File: src/rtl/mgof_pkg.sv
// ----------------------------------------------------------------------------
// mgof_pkg
// Shared constants, register map and integer square root for the glow outline
// filter.
// ----------------------------------------------------------------------------
package mgof_pkg;

    localparam int DEF_MAX_WIDTH        = 64;
    localparam int DEF_MAX_HEIGHT       = 64;
    localparam int DEF_MAX_RADIUS       = 8;
    localparam int DEF_WEIGHT_FRAC_BITS = 12;

    localparam int COORD_W  = 7;   // column / row field width
    localparam int DIST_W   = 5;   // |dx|, |dy| up to 31
    localparam int CHAN_W   = 8;
    localparam int ADDR_W   = 5;
    localparam int DATA_W   = 32;

    localparam logic OP_LOAD  = 1'b0;
    localparam logic OP_QUERY = 1'b1;

    localparam logic [2:0] REG_MASK_WIDTH  = 3'd0;
    localparam logic [2:0] REG_MASK_HEIGHT = 3'd1;
    localparam logic [2:0] REG_GLOW_RADIUS = 3'd2;
    localparam logic [2:0] REG_GLOW_RED    = 3'd3;
    localparam logic [2:0] REG_GLOW_GREEN  = 3'd4;
    localparam logic [2:0] REG_GLOW_BLUE   = 3'd5;

    localparam logic [6:0] RST_MASK_WIDTH  = 7'd64;
    localparam logic [6:0] RST_MASK_HEIGHT = 7'd64;
    localparam logic [3:0] RST_GLOW_RADIUS = 4'd4;
    localparam logic [7:0] RST_GLOW_CHAN   = 8'd255;

    typedef struct packed {
        logic              clear;
        logic              add;
        logic [DIST_W-1:0] adx;
        logic [DIST_W-1:0] ady;
    } t_acc_cmd;

    function automatic logic [63:0] isqrt64(input logic [63:0] v_in);
        logic [63:0] v;
        logic [63:0] r;
        logic [63:0] b;
        v = v_in;
        r = 64'd0;
        b = 64'd1 << 62;
        for (int i = 0; i < 32; i++) begin
            if (v >= r + b) begin
                v = v - (r + b);
                r = (r >> 1) + b;
            end else begin
                r = r >> 1;
            end
            b = b >> 2;
        end
        return r;
    endfunction

endpackage

File: src/rtl/mgof_accum.sv
// ----------------------------------------------------------------------------
// mgof_accum
// Shared weight lookup and saturating accumulator, one pixel per cycle.
// ----------------------------------------------------------------------------
module mgof_accum import mgof_pkg::*; #(
    parameter int MAX_RADIUS       = DEF_MAX_RADIUS,
    parameter int WEIGHT_FRAC_BITS = DEF_WEIGHT_FRAC_BITS
) (
    input  logic              i_clk,
    input  logic              i_rst_n,
    input  t_acc_cmd          i_cmd,
    output logic [CHAN_W-1:0] o_alpha,
    output logic              o_covered
);

    localparam int TW = $clog2(MAX_RADIUS + 1);
    localparam int WW = WEIGHT_FRAC_BITS + 9;
    localparam int AW = WW + 1;
    localparam logic [AW-1:0] ACC_MAX = AW'(255) << WEIGHT_FRAC_BITS;
    localparam logic [63:0]   WEIGHT_K = 64'd765 << (WEIGHT_FRAC_BITS - 1);

    logic [WW-1:0] w_tab [MAX_RADIUS+1][MAX_RADIUS+1];
    logic [WW-1:0] c_w;
    logic [AW-1:0] c_sum;
    logic [AW-1:0] r_acc;
    logic [AW-1:0] n_acc;
    logic          r_any;
    logic          n_any;

    // floor(382.5 * 2^F / d2^1.5), 255 * 2^F at d2 = 0
    for (genvar ga = 0; ga <= MAX_RADIUS; ga++) begin : g_row
        for (genvar gb = 0; gb <= MAX_RADIUS; gb++) begin : g_col
            localparam logic [63:0] D2 = 64'(ga * ga + gb * gb);
            localparam logic [63:0] D3 = (D2 == 64'd0) ? 64'd1 : D2 * D2 * D2;
            localparam logic [63:0] QV = (WEIGHT_K * WEIGHT_K) / D3;
            localparam logic [63:0] WV = (D2 == 64'd0) ? (64'd255 << WEIGHT_FRAC_BITS)
                                                       : isqrt64(QV);
            assign w_tab[ga][gb] = WW'(WV);
        end
    end

    always_comb begin
        c_w   = w_tab[i_cmd.adx[TW-1:0]][i_cmd.ady[TW-1:0]];
        c_sum = r_acc + AW'(c_w);
        n_acc = r_acc;
        n_any = r_any;
        if (i_cmd.clear) begin
            n_acc = '0;
            n_any = 1'b0;
        end else if (i_cmd.add) begin
            n_acc = (c_sum > ACC_MAX) ? ACC_MAX : c_sum;
            n_any = 1'b1;
        end
    end

    always_ff @(posedge i_clk) begin
        r_acc <= n_acc;
    end

    always_ff @(posedge i_clk) begin
        if (!i_rst_n) begin
            r_any <= 1'b0;
        end else begin
            r_any <= n_any;
        end
    end

    // acc never exceeds 255 << F, so the integer part fits 8 bits
    assign o_alpha   = r_acc[WEIGHT_FRAC_BITS +: CHAN_W];
    assign o_covered = r_any;

endmodule

File: config.mk
export PLATFORM = sky130hd
export DESIGN_NAME = mgof_accum
export DESIGN_NICKNAME = d
export VERILOG_FILES = /design/src/rtl/mgof_pkg.sv /design/src/rtl/mgof_accum.sv
export SDC_FILE = /design/constraint.sdc
export NUM_CORES = 1
export LEC_CHECK = 0
export BUFFER_PORTS_ARGS = -buffer_cell sky130_fd_sc_hd__buf_2
export CORE_AREA = 2 2 88 90
export DETAILED_ROUTE_END_ITERATION = 8
export DIE_AREA = 0 0 90 92
export GPL_ROUTABILITY_DRIVEN = 0
export PLACE_DENSITY = 0.69
export SYNTH_ARGS = -nofsm -noshare
export SYNTH_HDL_FRONTEND = slang
export SYNTH_SLANG_ARGS = --single-unit
File: constraint.sdc
create_clock -name i_clk -period 8.4 [get_ports i_clk]
set_input_delay 1.68 -clock i_clk [delete_from_list [all_inputs] [get_ports i_clk]]
set_output_delay 1.68 -clock i_clk [all_outputs]
set_load 0.1 [all_outputs]
==> results.txt <==
outcome: completed
top cell type's share of synthesized area: 0.116
Post-Route WL: 13200 um
unrepaired setup endpoints after global routing: false
vias in the first global route: 4264
Core Rows: 32
Die Ht: 92 um
Int Pwr: 236 uW
Switching Share: 0.479
wire per inst: 19.3 um
DRT iter0 DRCs: 565
Final Non-Filler Cells: 681
top cells by area, synth: dfxtp_1 (12%), ha_1 (10%), a21oi_1 (8.5%), nor2_1 (7.0%), o21ai_0 (6.8%)
setup TNS: 0 ns
Synth Instances: 605
slew of the pin with the lowest slew margin: 0.849 ns
utilization after layout: 0.543
cts hold-fix bufs: 0
dpl cells: 677
setup slack, reg-to-reg: 4.86 ns
DP HPWL: 9550 um
core area: 0.00745 sq mm
die width: 90 um
P_sw: 217 uW
Num CTS Buffers: 3
fmax: 141 MHz
count of cell types in the netlist: 67
Final Hold Fails: 0
Die ar.: 0.00828 sq mm
pins over their slew limit: 0
Post-Syn Area per Cell: 6.56 sq um
CP Launch Type: input pin
largest net degree at the start of global routing: 48
Seq pwr share: 0.278
Max-slew headroom: 0.432
CP arrival: 7.32 ns
Peak VDD IR: 0.000102 V
vias: 4680
Layout Nets: 627
CTS tree: built
iteration count of the initial detailed-routing pass: 6
Max Cap Viol: 0
Remaining DRCs: 0
# setup viols final: 0
Worst-path clk slew: 0.09 ns
asr flop ratio synth: 0
Ant. Diodes: 0
Synth area leader: dfxtp_1
CTS resizes: 0
PwrDens: 112 mW/mm^2
layout cells sized above 1: 0.0656
#FFs+latches synth: 23
Yosys warnings: 0
Comb pwr share: 0.563
Hold/Removal Path Class: reg -> reg
global-route wire length before repair: 21700 um
synthesized area: 0.00397 sq mm
Worst Setup Slack, final: 1.29 ns
initial antenna violation count: 0
nature of the critical path endpoint: flop
IO Pins: 23
final worst-path cycle share: 0.847
Skew-Pair Late Insertion Delay: 0.27 ns
maximum fanout along the worst path: 43
Root Buffer: clkbuf_8
clk buf depth: 2
clock share of power: 0.159
total power: 452 uW
Crit Path Class: in -> reg
setup bufs post-CTS: 0
post-route ant nets: 0
H-tree depth: 1
Overall Global Routing Usage: 0.314
Net Count, Synth: 652
register area share after synthesis: 0.116
port bufs: 20
CP required: 8.60 ns
global route total overflow: 0
Leak: 0.00166 uW
Place WS: 1.23 ns
clock sinks: 23
clock skew: 0.0126 ns
Post-synth EDFFs: 0
Starting Density: 0.533
Layout area overhead: 1.86%
Synth Flop Type: dfxtp_1
post-layout min period: 7.11 ns
Via density: 6.87
[cell families after synthesis]
logic type / count (synthesis) / synth area share
buf+inv: 70 / 0.0738
compound gates: 242 / 0.399
flops: 23 / 0.116
xor+xnor: 22 / 0.0486
mux: 2 / 0.00505
simple gates: 213 / 0.251
fa+ha+maj: 33 / 0.106
[cell usage in the layout, fill, tap and decap left out, types with 3 or more instances in the layout]
| cell type | n |
|---|---|
| nor2_1 | 74 |
| a21oi_1 | 67 |
| o21ai_0 | 54 |
| nand2_1 | 51 |
| ha_1 | 32 |
| dfxtp_1 | 23 |
| nor3_1 | 22 |
| buf_2 | 20 |
| inv_1 | 14 |
| a211oi_1 | 13 |
| nand3_1 | 12 |
| o22ai_1 | 12 |
| xnor2_1 | 12 |
| a31oi_1 | 11 |
| nor2b_1 | 11 |
| xor2_1 | 10 |
| a22o_1 | 10 |
| nand2b_1 | 9 |
| o31ai_1 | 8 |
| nand4_1 | 8 |
| o21a_1 | 8 |
| a21o_1 | 8 |
| o211ai_1 | 6 |
| a2111oi_0 | 5 |
| buf_4 | 5 |
| and2_1 | 4 |
| and3_1 | 4 |
| o32ai_1 | 3 |
| or2_2 | 3 |
| a311oi_1 | 3 |
| o21bai_1 | 3 |
| nor4_1 | 3 |
| clkbuf_8 | 3 |
[Yosys cell counts, drive strengths merged (9+ instances only)]
cell and instances:
clkbuf 40, a31oi 11, dfxtp 23, nand3 12, xnor2 12, xor2 10, buf 15, nor2 74
nand2 51, inv 14, ha 32, o21ai 55, nor2b 11, nor3 22, a211oi 13, a21oi 68
o22ai 12, a22o 10, nand2b 9
[power groups by stage]
stage	Sequential (uW)	Combinational, uW	Clock (uW)
2_1_floorplan	128	197	0
3_3_place_gp	128	244	0
3_5_place_dp	128	247	0
4_1_cts	126	248	72.3
5_1_grt	127	276	76.8
6_report	126	255	71.8
[flip-flops by register name, indices dropped and copies added, names as in the netlist]
name and count:
r_acc 22, o_covered 1
[routing by layer]
metal,up-vias,track usage,part of all wire
met5,-,0,0
met2,323,0.509,0.45
li1,2202,-,-
met3,65,0.0279,0.095
met4,0,0.160,0.055
met1,2090,0.419,0.41
[layout make-up]
cell class / count / area [sq um]
inverter: 15 / 56.3
multi-input combinational: 512 / 3210
clock buffer: 4 / 45.0
tap: 102 / 128
fill: 789 / 3410
timing repair buffer: 25 / 138
sequential: 23 / 460
[worst paths after layout]
| path | from | end | depth (start not counted) |
|---|---|---|---|
| min reg2reg | r_acc[21] | r_acc[21] | 1 |
| max | i_cmd[7] | r_acc[10] | 19 |
| max reg2reg | r_acc[0] | r_acc[10] | 10 |
| min | r_acc[21] | r_acc[21] | 1 |
[worst max-delay path, cell delays in order]
cell and delay (ns):
buf_2 0.57, inv_1 0.35, buf_4 0.28, nor2_1 0.31
nor3_1 0.08, nor3_1 0.22, a21oi_1 0.10, a221o_1 0.34
a21oi_1 0.19, ha_1 0.21, inv_1 0.06, fa_1 0.40
xnor2_1 0.16, or4b_1 0.52, or4_1 0.55, nor4_1 0.29
a31oi_1 0.17, a311oi_4 0.58, a22o_1 0.23
[per-stage QoR]
step	hold WS [ns]	instance area [sq um]
2_1_floorplan	0.437	3970
3_3_place_gp	0.456	4000
3_5_place_dp	0.466	4000
4_1_cts	0.489	4040
5_1_grt	0.503	4040
6_report	0.488	4040
Power figures use the tool's default switching activity.
