**src/rtl/mgof_pkg.sv**
```systemverilog
// ----------------------------------------------------------------------------
// mgof_pkg
// Shared constants, register map and integer square root for the glow outline
// filter.
// ----------------------------------------------------------------------------
package mgof_pkg;

    localparam int DEF_MAX_WIDTH        = 64;
    localparam int DEF_MAX_HEIGHT       = 64;
    localparam int DEF_MAX_RADIUS       = 8;
    localparam int DEF_WEIGHT_FRAC_BITS = 12;

    localparam int COORD_W  = 7;   // column / row field width
    localparam int DIST_W   = 5;   // |dx|, |dy| up to 31
    localparam int CHAN_W   = 8;
    localparam int ADDR_W   = 5;
    localparam int DATA_W   = 32;

    localparam logic OP_LOAD  = 1'b0;
    localparam logic OP_QUERY = 1'b1;

    localparam logic [2:0] REG_MASK_WIDTH  = 3'd0;
    localparam logic [2:0] REG_MASK_HEIGHT = 3'd1;
    localparam logic [2:0] REG_GLOW_RADIUS = 3'd2;
    localparam logic [2:0] REG_GLOW_RED    = 3'd3;
    localparam logic [2:0] REG_GLOW_GREEN  = 3'd4;
    localparam logic [2:0] REG_GLOW_BLUE   = 3'd5;

    localparam logic [6:0] RST_MASK_WIDTH  = 7'd64;
    localparam logic [6:0] RST_MASK_HEIGHT = 7'd64;
    localparam logic [3:0] RST_GLOW_RADIUS = 4'd4;
    localparam logic [7:0] RST_GLOW_CHAN   = 8'd255;

    typedef struct packed {
        logic              clear;
        logic              add;
        logic [DIST_W-1:0] adx;
        logic [DIST_W-1:0] ady;
    } t_acc_cmd;

    function automatic logic [63:0] isqrt64(input logic [63:0] v_in);
        logic [63:0] v;
        logic [63:0] r;
        logic [63:0] b;
        v = v_in;
        r = 64'd0;
        b = 64'd1 << 62;
        for (int i = 0; i < 32; i++) begin
            if (v >= r + b) begin
                v = v - (r + b);
                r = (r >> 1) + b;
            end else begin
                r = r >> 1;
            end
            b = b >> 2;
        end
        return r;
    endfunction

endpackage

```
**src/rtl/mgof_seq.sv**
```systemverilog
// ----------------------------------------------------------------------------
// mgof_seq
// Sequencer: load decode, window clipping, row reads and pixel scan.
// ----------------------------------------------------------------------------
module mgof_seq import mgof_pkg::*; #(
    parameter int MAX_WIDTH  = DEF_MAX_WIDTH,
    parameter int MAX_HEIGHT = DEF_MAX_HEIGHT,
    parameter int MAX_RADIUS = DEF_MAX_RADIUS,
    localparam int RAW = (MAX_HEIGHT > 1) ? $clog2(MAX_HEIGHT) : 1,
    localparam int CAW = (MAX_WIDTH > 1) ? $clog2(MAX_WIDTH) : 1
) (
    input  logic               i_clk,
    input  logic               i_rst_n,
    input  logic               i_accept,
    input  logic               i_op,
    input  logic [COORD_W-1:0] i_col,
    input  logic [COORD_W-1:0] i_row,
    input  logic [CHAN_W-1:0]  i_src_alpha,
    input  logic [6:0]         i_mask_width,
    input  logic [6:0]         i_mask_height,
    input  logic [3:0]         i_glow_radius,
    input  logic               i_slot_free,
    input  logic               i_bit,
    output logic               o_ready,
    output logic               o_wr_en,
    output logic [RAW-1:0]     o_wr_row,
    output logic [CAW-1:0]     o_wr_col,
    output logic               o_wr_bit,
    output logic               o_rd_en,
    output logic [RAW-1:0]     o_rd_row,
    output logic [CAW-1:0]     o_sel_col,
    output t_acc_cmd           o_cmd,
    output logic               o_deliver
);

    localparam int DIM_A = (MAX_WIDTH > MAX_HEIGHT) ? MAX_WIDTH : MAX_HEIGHT;
    localparam int DIM_B = (DIM_A > (1 << COORD_W)) ? DIM_A : (1 << COORD_W);
    localparam int SW    = $clog2(DIM_B + 2 * MAX_RADIUS + 1) + 1;

    typedef enum logic [4:0] {
        ST_IDLE  = 5'b00001,
        ST_SETUP = 5'b00010,
        ST_READ  = 5'b00100,
        ST_SCAN  = 5'b01000,
        ST_DONE  = 5'b10000
    } t_state;

    t_state r_state, n_state;

    logic signed [SW-1:0] c_w, c_h, c_r;
    logic signed [SW-1:0] c_x, c_y, c_x0, c_x1, c_y0, c_y1;
    logic signed [SW-1:0] c_dx, c_dy, c_adx, c_ady;
    logic signed [SW-1:0] c_in_col, c_in_row;

    logic [COORD_W-1:0]   r_col, r_row;
    logic signed [SW-1:0] r_x, r_y, r_x0, r_x1, r_y1;
    logic signed [SW-1:0] r_lx, r_ly;
    logic signed [SW-1:0] n_lx, n_ly;

    always_comb begin
        c_w = SW'(i_mask_width);
        if (c_w > SW'(MAX_WIDTH)) begin
            c_w = SW'(MAX_WIDTH);
        end
        c_h = SW'(i_mask_height);
        if (c_h > SW'(MAX_HEIGHT)) begin
            c_h = SW'(MAX_HEIGHT);
        end
        c_r = SW'(i_glow_radius);
        if (c_r > SW'(MAX_RADIUS)) begin
            c_r = SW'(MAX_RADIUS);
        end

        c_in_col = SW'(i_col);
        c_in_row = SW'(i_row);

        c_x  = SW'(r_col) - c_r;
        c_y  = SW'(r_row) - c_r;
        c_x0 = (c_x - c_r < 0) ? '0 : c_x - c_r;
        c_x1 = (c_x + c_r > c_w) ? c_w : c_x + c_r;
        c_y0 = (c_y - c_r < 0) ? '0 : c_y - c_r;
        c_y1 = (c_y + c_r > c_h) ? c_h : c_y + c_r;

        c_dx  = r_x - r_lx;
        c_dy  = r_y - r_ly;
        c_adx = (c_dx < 0) ? -c_dx : c_dx;
        c_ady = (c_dy < 0) ? -c_dy : c_dy;
    end

    // loads write straight through, no busy time
    assign o_wr_en  = i_accept && (i_op == OP_LOAD) && (c_in_col < c_w) && (c_in_row < c_h);
    assign o_wr_row = RAW'(i_row);
    assign o_wr_col = CAW'(i_col);
    assign o_wr_bit = (i_src_alpha != '0);

    assign o_ready   = (r_state == ST_IDLE);
    assign o_rd_row  = r_ly[RAW-1:0];
    assign o_sel_col = r_lx[CAW-1:0];

    always_comb begin
        n_state   = r_state;
        n_lx      = r_lx;
        n_ly      = r_ly;
        o_rd_en   = 1'b0;
        o_deliver = 1'b0;
        o_cmd     = '0;
        o_cmd.adx = DIST_W'(c_adx);
        o_cmd.ady = DIST_W'(c_ady);
        case (r_state)
            ST_IDLE: begin
                if (i_accept && (i_op == OP_QUERY)) begin
                    o_cmd.clear = 1'b1;
                    n_state     = ST_SETUP;
                end
            end
            ST_SETUP: begin
                n_ly = c_y0;
                if ((c_x0 >= c_x1) || (c_y0 >= c_y1)) begin
                    n_state = ST_DONE;
                end else begin
                    n_state = ST_READ;
                end
            end
            ST_READ: begin
                o_rd_en = 1'b1;
                n_lx    = r_x0;
                n_state = ST_SCAN;
            end
            ST_SCAN: begin
                o_cmd.add = i_bit;
                if (r_lx == r_x1 - SW'(1)) begin
                    if (r_ly == r_y1 - SW'(1)) begin
                        n_state = ST_DONE;
                    end else begin
                        n_ly    = r_ly + SW'(1);
                        n_state = ST_READ;
                    end
                end else begin
                    n_lx = r_lx + SW'(1);
                end
            end
            ST_DONE: begin
                if (i_slot_free) begin
                    o_deliver = 1'b1;
                    n_state   = ST_IDLE;
                end
            end
            default: begin
                n_state = ST_IDLE;
            end
        endcase
    end

    always_ff @(posedge i_clk) begin
        if (!i_rst_n) begin
            r_state <= ST_IDLE;
        end else begin
            r_state <= n_state;
        end
    end

    always_ff @(posedge i_clk) begin
        if (i_accept) begin
            r_col <= i_col;
            r_row <= i_row;
        end
        if (r_state == ST_SETUP) begin
            r_x  <= c_x;
            r_y  <= c_y;
            r_x0 <= c_x0;
            r_x1 <= c_x1;
            r_y1 <= c_y1;
        end
        r_lx <= n_lx;
        r_ly <= n_ly;
    end

endmodule

```
**config.mk**
```make
export PLATFORM = sky130hd
export DESIGN_NAME = mgof_seq
export DESIGN_NICKNAME = d
export VERILOG_FILES = /design/src/rtl/mgof_pkg.sv /design/src/rtl/mgof_seq.sv
export SDC_FILE = /design/constraint.sdc
export NUM_CORES = 1
export LEC_CHECK = 0
export BUFFER_PORTS_ARGS = -buffer_cell sky130_fd_sc_hd__clkbuf_2
export CAP_MARGIN = 20
export CORE_ASPECT_RATIO = 0.75
export CORE_MARGIN = 2
export CORE_UTILIZATION = 25
export CTS_BUF_LIST = sky130_fd_sc_hd__clkbuf_8
export CTS_CLUSTER_DIAMETER = 50
export DETAILED_ROUTE_END_ITERATION = 16
export MAX_ROUTING_LAYER = met4
export PLACE_DENSITY = 0.4
export RECOVER_POWER = 25
export SYNTH_ARGS = -nofsm -noshare
export SYNTH_HDL_FRONTEND = slang
export SYNTH_SLANG_ARGS = --single-unit
```
**constraint.sdc**
```tcl
create_clock -name i_clk -period 9.9 [get_ports i_clk]
set_clock_uncertainty 0.05 [all_clocks]
set_input_delay 0.495 -clock i_clk [delete_from_list [all_inputs] [get_ports i_clk]]
set_output_delay 0.495 -clock i_clk [all_outputs]
set_load 0.1 [all_outputs]
```
==> qor.txt, run 1 <==
==============================================================================
Family with the most delay on the worst path .................... compound AO/OA/AOI/OAI gates
Origin of the critical flop-to-flop path ........................     r_col[0]
Share of layout cells above drive strength 1 ....................        12.5%
Post-DP Area ....................................................    7780 um^2
CTS root buffer ................................................. sky130_fd_sc_hd__clkbuf_8
Total Wirelength ................................................     19400 um
Average wire length per cell after detail routing ...............      16.5 um
Sinks on the clock net ..........................................           79
Hold Crit Start .................................................     i_row[6]
Element type at the critical path start ......................... primary input
Final cell count without fillers ................................         1179
X dimension of the die ..........................................       198 um
Power density over the cells ....................................  180 nW/um^2
Slowest cell delay on critical path .............................       600 ps
Library cells used by synthesis .................................           77
Layout Cell Area excl Fill ......................................    7920 um^2
Global-route wire length before repair ..........................     30400 um
Number of max-cap violations ....................................            1
Diodes inserted .................................................            0
Core box area ...................................................   27900 um^2
Leakage .........................................................      3.25 nW
Fin. max-slew vios ..............................................           42
Layout area overhead ............................................        11.7%
Die Outline Area ................................................   29700 um^2
Syn Inst Count ..................................................          724
Number of hold-slack violations in the final timing report ......            0
Longest Clk Path Bufs ...........................................            2
RSZ-0062 raised after global routing ............................           no
Skew-Pair Late Insertion Delay ..................................       390 ps
Maximum frequency from static timing analysis ...................    0.144 GHz
Starting Density ................................................        25.4%
Count of vias placed by the detailed router .....................         5275
Critical path peak fanout .......................................           13
Synth warnings ..................................................            0
Remaining max-slew budget at the tightest pin ...................       -65.8%
Number of post-CTS setup repair buffers .........................            0
Summed negative setup slack over all endpoints ..................         0 ps
Flip-flop and latch count after synthesis .......................           79
Status .......................................................... finished, violations left
Largest net degree at the start of global routing ...............           42
Worst setup startpoint .......................................... i_glow_radius[3]
Placed instance count ...........................................         1163
Most prevalent standard cell on the critical path ............... sky130_fd_sc_hd__inv_1
Clock slew at reported path FFs .................................       100 ps
DP HPWL .........................................................     16000 um
Global-route total usage across every layer .....................        14.1%
Crit path capture type ..........................................     register
Async set-reset flop share out of synthesis .....................           0%
Vias in the first global route ..................................         5109
# H-tree levels .................................................            3
Worst hold path class ...........................................       in2reg
Placement row count .............................................           53
Number of endpoints failing setup at the final stage ............            0
Drt pass-1 iters ................................................            4
Buffering stage count on the worst path with inverters included .            4
Net count reported at finish ....................................          930
Number of synthesized flops with an enable pin ..................           74
Die H ...........................................................       150 um
Number of buffers inserted by hold repair at cts ................            0
Inserted Clock Buffers ..........................................            9
Peak supply drop ................................................      93.0 uV
Kind of critical path ...........................................       in2reg
Overflow left after global routing ..............................            0
Share of the clock period used by the worst path ................        69.9%
Initial drt markers .............................................          300
Count of filler cells inserted in the layout ....................         2978
Failing checks .................................................. capacitance limit, slew limit
Avg Synthesized Cell Area .......................................    9.79 um^2
Post-cts repair resize count ....................................            0
Net count after synthesis .......................................          865
Shortest period the worst path allows ...........................      6920 ps
Most used flip-flop cell after synthesis ........................ sky130_fd_sc_hd__edfxtp_1
Port bufs .......................................................           86
Max stage delay cell, worst path ................................ sky130_fd_sc_hd__fa_1
TritonCTS clock tree ............................................        built
Pin slew with the least headroom to its limit ...................      2490 ps
Number of remaining DRC errors ..................................            0
DR vias/cell ....................................................         4.47
Post-route antenna net violation count ..........................            0
Initial antenna violation count .................................            0
Number of top-level pins ........................................           87
Mapped Area .....................................................    7090 um^2
Required @ worst endpoint .......................................     10160 ps
Data arrival time of the critical path ..........................      7180 ps
Fraction of the yosys area taken by sequential cells ............        32.8%
Gp weighted congestion ..........................................        0.830
==============================================================================
-- layout make-up --
cell class	count	area [um^2]	share of cell area, %
sequential	79	2320	29.3
timing repair buffer	87	399	5.04
tap	385	482	6.09
inverter	79	297	3.75
clock inverter	7	53.8	0.680
clock buffer	9	124	1.56
multi-input combinational	533	4240	53.5
-- sequential cells by signal, indices dropped and copies added, names as in the netlist --
| register | flops |
|---|---|
| r_y1 | 9 |
| r_x0 | 8 |
| r_ly | 9 |
| r_row | 7 |
| r_lx | 9 |
| r_y | 8 |
| r_state | 5 |
| r_x1 | 9 |
| r_col | 7 |
| r_x | 8 |
-- stage by stage --
stage	utilization, %	power [mW]	hold WS (ps)	setup WS (ps)
6_report	28.4	1.42	285	2980
5_1_grt	28.4	1.53	268	2210
4_1_cts	28.5	1.44	238	3020
3_5_place_dp	27.9	1.20	464	2640
3_3_place_gp	27.9	1.20	462	2750
2_1_floorplan	-	1.03	441	3950
-- Yosys cell counts (4+ instances only) --
master                      n  area, um^2
sky130_fd_sc_hd__nor2_1    49         184
sky130_fd_sc_hd__fa_1       8         160
sky130_fd_sc_hd__mux2i_1   16         160
sky130_fd_sc_hd__xnor2_1   51         447
sky130_fd_sc_hd__edfxtp_1  74        2220
sky130_fd_sc_hd__a21oi_1   20         100
sky130_fd_sc_hd__clkbuf_1   6        22.5
sky130_fd_sc_hd__nor2b_1   18         113
sky130_fd_sc_hd__nor3_1    13        65.1
sky130_fd_sc_hd__nand2_1   42         158
sky130_fd_sc_hd__o31ai_1    8        60.1
sky130_fd_sc_hd__nand2b_1  11        68.8
sky130_fd_sc_hd__inv_1     77         289
sky130_fd_sc_hd__or3_1      7        43.8
sky130_fd_sc_hd__ha_1      87        1090
sky130_fd_sc_hd__nand3_1   18        90.1
sky130_fd_sc_hd__or2_1      5        31.3
sky130_fd_sc_hd__nor4_1     5        31.3
sky130_fd_sc_hd__mux2_1    11         124
sky130_fd_sc_hd__o21bai_1   7        52.6
sky130_fd_sc_hd__and3_1     5        31.3
sky130_fd_sc_hd__xor2_1    20         175
sky130_fd_sc_hd__dfxtp_1    5         100
sky130_fd_sc_hd__nand3b_1   4        30.0
sky130_fd_sc_hd__buf_4     24         180
sky130_fd_sc_hd__a21o_1    10        75.1
sky130_fd_sc_hd__nand4_1    6        37.5
sky130_fd_sc_hd__o21ai_0   27         135
sky130_fd_sc_hd__o21a_1    15         113
-- power breakdown --
part | internal, mW | switching, mW
clock network | 0.0933 | 0.143
logic | 0.264 | 0.490
registers | 0.411 | 0.0209
-- per-layer routing --
layer / track usage (%) / up-vias / wire [um]
li1: - / 2692 / -
met1: 21.8 / 2481 / 11000
met2: 19.0 / 94 / 7680
met3: 2.59 / 8 / 649
met4: 2.24 / 0 / 125
met5: - / - / 0
-- cells by family (layout without fill, tap and decap cells) --
family / after synthesis / in the layout / synth area share [%]
and+or+nand+nor: 200 / 200 / 14.4
adders and majority gates: 95 / 95 / 17.6
buffers and inverters: 112 / 182 / 7.42
DFF: 79 / 79 / 32.8
muxes: 30 / 30 / 4.64
AOI/OAI and AO/OA: 136 / 136 / 14.1
xor gates and xnor gates: 72 / 72 / 9.00
-- final timing paths --
kind / to / slack [ps] / cells after the start
min: r_row[6] / 280 / 1
min reg2reg: r_lx[7] / 480 / 2
max: r_state[2] / 2980 / 27
max reg2reg: r_state[2] / 3330 / 25
-- layout by cell type, fill, tap and decap left out, drive strengths merged, types with 4 or more instances in the layout --
cell type and instances:
clkbuf 96, ha 87, inv 82, edfxtp 74, xnor2 52, nor2 49, nand2 42, o21ai 30
a21oi 22, xor2 20, nor2b 18, nand3 18, mux2i 16, o21a 16, nor3 14, mux2 14
nand2b 11, a21o 10, or2 9, o31ai 8, fa 8, or3 8, o21bai 8, nand4 6
nor4 6, and3 5, dfxtp 5, nand3b 4, o2111ai 4
Note: power is estimated with default switching activity, not from simulation.
==> run 2, diff against run 1 <==
==> constraint.sdc (replaced) <==
create_clock -name i_clk -period 6.95 [get_ports i_clk]
set_clock_uncertainty 0.05 [all_clocks]
set_input_delay 0.3475 -clock i_clk [delete_from_list [all_inputs] [get_ports i_clk]]
set_output_delay 0.3475 -clock i_clk [all_outputs]
set_load 0.1 [all_outputs]
==> qor.txt, run 2 (same netlist as run 1, synthesis figures left out) <==
============================================================================
Hold endpoint .................................................     r_col[6]
Most common library cell in the layout ignoring fill and taps . sky130_fd_sc_hd__ha_1
Summed negative setup slack over all endpoints ................         0 ps
Largest net degree at the start of global routing .............           29
Number of max-cap violations ..................................            0
Vias in the first global route ................................         4996
Number of top-level pins ......................................           87
Number of post-CTS setup repair buffers .......................            0
Average wire length per cell after detail routing .............      16.5 um
Placed instance count .........................................         1168
Number of remaining DRC errors ................................            0
Count of filler cells inserted in the layout ..................         3001
Total Wirelength ..............................................     19500 um
Overflow left after global routing ............................            0
Leakage .......................................................      3.28 nW
DR vias/cell ..................................................         4.44
Power density over the cells ..................................  254 nW/um^2
WHS Path Cells ................................................            1
Initial drt markers ...........................................          287
Diodes inserted ...............................................            0
Die H .........................................................       150 um
Core box area .................................................   27900 um^2
Clock slew at reported path FFs ...............................        90 ps
Fin. max-slew vios ............................................            0
Final cell count without fillers ..............................         1184
Most prevalent standard cell on the critical path ............. sky130_fd_sc_hd__ha_1
Depth of the worst register-to-register path ..................           25
Longest Clk Path Bufs .........................................            2
Global-route total usage across every layer ...................        13.8%
Share of layout cells above drive strength 1 ..................        13.1%
Crit path capture type ........................................     register
Peak supply drop ..............................................       134 uV
CTS root buffer ............................................... sky130_fd_sc_hd__clkbuf_8
Skew-Pair Late Insertion Delay ................................       380 ps
Final core occ ................................................        28.5%
# H-tree levels ...............................................            3
Kind of critical path .........................................      reg2reg
Inserted Clock Buffers ........................................            9
Post-cts repair resize count ..................................            0
RSZ-0062 raised after global routing ..........................           no
Initial antenna violation count ...............................            0
Gp weighted congestion ........................................        0.775
Status ........................................................ finished, final reports clean
Post-route antenna net violation count ........................            0
Number of buffers inserted by hold repair at cts ..............            0
Hold Crit Start ...............................................     i_col[6]
Flop-to-flop setup slack ......................................       640 ps
Placement row count ...........................................           53
Sinks on the clock net ........................................           79
Max stage delay cell, worst path .............................. sky130_fd_sc_hd__fa_1
Most used cells in the layout excluding fill and tap cells .... sky130_fd_sc_hd__ha_1, sky130_fd_sc_hd__inv_1, sky130_fd_sc_hd__edfxtp_1
Pin slew with the least headroom to its limit .................      1190 ps
Port bufs .....................................................           86
Element type at the critical path start .......................     register
Net count reported at finish ..................................          935
Layout area overhead ..........................................        12.3%
Maximum frequency from static timing analysis .................    0.158 GHz
X dimension of the die ........................................       198 um
Number of endpoints failing setup at the final stage ..........            0
Worst hold path class .........................................       in2reg
Share of the clock period used by the worst path ..............        90.9%
Number of hold-slack violations in the final timing report ....            0
Count of vias placed by the detailed router ...................         5260
Die Outline Area ..............................................   29700 um^2
Slowest cell delay on critical path ...........................       540 ps
Starting Density ..............................................        25.4%
Required @ worst endpoint .....................................      7160 ps
Critical path peak fanout .....................................            9
Reg-to-reg critical path endpoint .............................   r_state[4]
Drt pass-1 iters ..............................................            4
TritonCTS clock tree ..........................................        built
Global-route wire length before repair ........................     29800 um
DP HPWL .......................................................     16300 um
Origin of the critical flop-to-flop path ......................     r_col[0]
Shortest period the worst path allows .........................      6310 ps
Remaining max-slew budget at the tightest pin .................        20.9%
Worst hold margin .............................................       142 ps
Data arrival time of the critical path ........................      6520 ps
============================================================================
## run 2: worst max path at each step
stage,startpoint,endpoint,cells past startpoint
4_1_cts,r_col[0],r_state[4],25
3_5_place_dp,i_glow_radius[3],r_state[4],27
3_3_place_gp,i_glow_radius[3],r_state[4],27
5_1_grt,r_col[0],r_state[4],25
2_1_floorplan,i_glow_radius[3],r_state[2],27
6_report,r_col[0],r_state[4],25
## run 2: where the power goes
| group | switching (mW) | internal [mW] |
|---|---|---|
| Clock | 0.197 | 0.134 |
| Combinational | 0.699 | 0.382 |
| Sequential | 0.0289 | 0.584 |
## run 2: per-stage QoR
stage / area (um^2) / power, mW / setup slack [ps]
floorplan: 7090 / 1.47 / 1140
global placement: 7820 / 1.72 / 510
detailed placement: 7820 / 1.71 / 413
CTS: 7990 / 2.05 / 594
global route: 7960 / 2.17 / 178
finish: 7960 / 2.02 / 636
## run 2: area by class of cell
class	instances	area, um^2	area share (%)
Clock inverter	7	55.1	0.692
Clock buffer	9	124	1.56
Multi-Input combinational cell	533	4240	53.3
Sequential cell	79	2320	29.2
Tap cell	385	482	6.05
Timing Repair Buffer	92	440	5.53
Inverter	79	297	3.73
## run 2: metal layers
layer / track usage (%) / vias to the layer above / part of all wire [%]
met5: - / - / 0
met4: 2.57 / 0 / 0.63
met3: 2.01 / 8 / 3.9
met2: 18.3 / 92 / 39
met1: 21.8 / 2463 / 57
li1: - / 2697 / -
## run 2: worst max-delay path: cells and delay by family (launching register included)
kind / cells / cell delay [ps]
and+or+nand+nor: 5 / 660
adders and majority gates: 5 / 1710
xor gates and xnor gates: 1 / 310
buffers and inverters: 3 / 440
muxes: 1 / 360
DFF: 1 / 360
AOI/OAI and AO/OA: 10 / 2290
==> run 3, diff against run 2 <==
--- a/config.mk
+++ b/config.mk
@@ -9,12 +9,12 @@
 export CAP_MARGIN = 20
 export CORE_ASPECT_RATIO = 0.75
 export CORE_MARGIN = 2
-export CORE_UTILIZATION = 25
+export CORE_UTILIZATION = 61
 export CTS_BUF_LIST = sky130_fd_sc_hd__clkbuf_8
 export CTS_CLUSTER_DIAMETER = 50
 export DETAILED_ROUTE_END_ITERATION = 16
 export MAX_ROUTING_LAYER = met4
-export PLACE_DENSITY = 0.4
+export PLACE_DENSITY = 0.82
 export RECOVER_POWER = 25
 export SYNTH_ARGS = -nofsm -noshare
 export SYNTH_HDL_FRONTEND = slang
==> qor.txt, run 3 (same netlist as run 1, synthesis figures left out) <==
============================================================================
Number of buffers inserted by hold repair at cts ..............            0
Leakage .......................................................      3.29 nW
Shortest period the worst path allows .........................      6320 ps
DP HPWL .......................................................     13400 um
Clock slew at reported path FFs ...............................        80 ps
Number of top-level pins ......................................           87
Required @ worst endpoint .....................................      7180 ps
Kind of critical path .........................................       in2reg
Layout area overhead ..........................................        8.17%
Crit path capture type ........................................     register
Number of post-CTS setup repair buffers .......................            0
Most used cells in the layout excluding fill and tap cells .... sky130_fd_sc_hd__ha_1, sky130_fd_sc_hd__inv_1, sky130_fd_sc_hd__edfxtp_1
Final core occ ................................................        67.0%
Summed negative setup slack over all endpoints ................         0 ps
Diodes inserted ...............................................            0
Skew-Pair Late Insertion Delay ................................       370 ps
Initial antenna violation count ...............................            0
Number of remaining DRC errors ................................            0
Peak supply drop ..............................................       142 uV
Gp weighted congestion ........................................        0.983
Longest Clk Path Bufs .........................................            2
Largest net degree at the start of global routing .............           44
Drt pass-1 iters ..............................................            5
Element type at the critical path start ....................... primary input
Overflow left after global routing ............................            0
Inserted Clock Buffers ........................................            9
Share of the clock period used by the worst path ..............        91.0%
Worst hold path class .........................................       in2reg
Global-route wire length before repair ........................     27000 um
Critical path peak fanout .....................................            8
RSZ-0062 raised after global routing ..........................           no
Sinks on the clock net ........................................           79
Initial drt markers ...........................................          429
Die Outline Area ..............................................   12500 um^2
Final cell count without fillers ..............................          942
Fin. max-slew vios ............................................            0
Port bufs .....................................................           86
DR vias/cell ..................................................         5.90
Share of layout cells above drive strength 1 ..................        12.8%
Count of vias placed by the detailed router ...................         5555
Pin slew with the least headroom to its limit .................      1170 ps
Average wire length per cell after detail routing .............      17.7 um
Maximum frequency from static timing analysis .................    0.158 GHz
Power density over the cells ..................................  266 nW/um^2
Number of hold-slack violations in the final timing report ....            0
Post-route antenna net violation count ........................            0
Data arrival time of the critical path ........................      6560 ps
Number of endpoints failing setup at the final stage ..........            0
Total Wirelength ..............................................     16700 um
Die H .........................................................      97.3 um
Worst hold margin .............................................       143 ps
Vias in the first global route ................................         5575
TritonCTS clock tree ..........................................        built
Post-cts repair resize count ..................................            0
Core box area .................................................   11400 um^2
Placed instance count .........................................          926
Number of max-cap violations ..................................            0
Placement row count ...........................................           34
# H-tree levels ...............................................            3
Most common library cell in the layout ignoring fill and taps . sky130_fd_sc_hd__ha_1
X dimension of the die ........................................       128 um
CTS root buffer ............................................... sky130_fd_sc_hd__clkbuf_8
Net count reported at finish ..................................          934
Starting Density ..............................................        61.9%
Remaining max-slew budget at the tightest pin .................        22.6%
Status ........................................................ finished, final reports clean
Global-route total usage across every layer ...................        28.5%
============================================================================
-- run 3: through the flow --
stage	worst slack, ps	area [um^2]	total power [mW]
finish	626	7670	2.04
global route	148	7670	2.16
CTS	730	7700	2.03
detailed placement	412	7510	1.68
global placement	587	7510	1.65
floorplan	1140	7090	1.47
-- run 3: area by class of cell --
class	instances	area, um^2
clock inverter	7	72.6
inverter	79	297
tap	144	180
sequential	79	2320
multi-input combinational	533	4240
clock buffer	9	124
fill	894	3780
timing repair buffer	91	432
-- run 3: report_power, final --
part	switching, mW	total (mW)	internal (mW)
logic	0.691	1.08	0.386
clock network	0.179	0.346	0.167
registers	0.0287	0.613	0.584
-- run 3: per-layer routing --
metal	routed length (um)	track usage, %	up-vias
li1	-	-	2708
met1	7780	37.9	2612
met2	7500	43.7	203
met3	1140	6.11	32
met4	291	8.96	0
met5	0	-	-
-- run 3: worst max-delay path: stages --
cell and delay (ps):
sky130_fd_sc_hd__clkbuf_1 150, sky130_fd_sc_hd__nor2b_1 460, sky130_fd_sc_hd__ha_1 310, sky130_fd_sc_hd__inv_1 100, sky130_fd_sc_hd__fa_1 470, sky130_fd_sc_hd__xor2_1 310
sky130_fd_sc_hd__ha_1 370, sky130_fd_sc_hd__a21oi_1 180, sky130_fd_sc_hd__o21ai_0 160, sky130_fd_sc_hd__a21oi_1 350, sky130_fd_sc_hd__xnor2_1 240, sky130_fd_sc_hd__ha_1 310
sky130_fd_sc_hd__o21a_1 180, sky130_fd_sc_hd__o22ai_1 150, sky130_fd_sc_hd__a211oi_2 70, sky130_fd_sc_hd__a21oi_2 440, sky130_fd_sc_hd__buf_4 270, sky130_fd_sc_hd__mux2i_1 340
sky130_fd_sc_hd__ha_1 210, sky130_fd_sc_hd__nor2b_1 50, sky130_fd_sc_hd__o211ai_1 150, sky130_fd_sc_hd__a31o_2 170, sky130_fd_sc_hd__a21oi_1 70, sky130_fd_sc_hd__nor4_2 310
sky130_fd_sc_hd__nand2_1 130, sky130_fd_sc_hd__a221oi_2 260
-- run 3: final timing paths --
path                                        from          to  slack, ps  cells after the start
worst max-delay path            i_glow_radius[3]  r_state[2]        630                     26
worst min-delay path                    i_col[6]    r_col[6]        140                      1
worst max register to register          r_col[0]  r_state[2]        690                     25
worst min register to register           r_x0[4]     r_lx[4]        490                      2
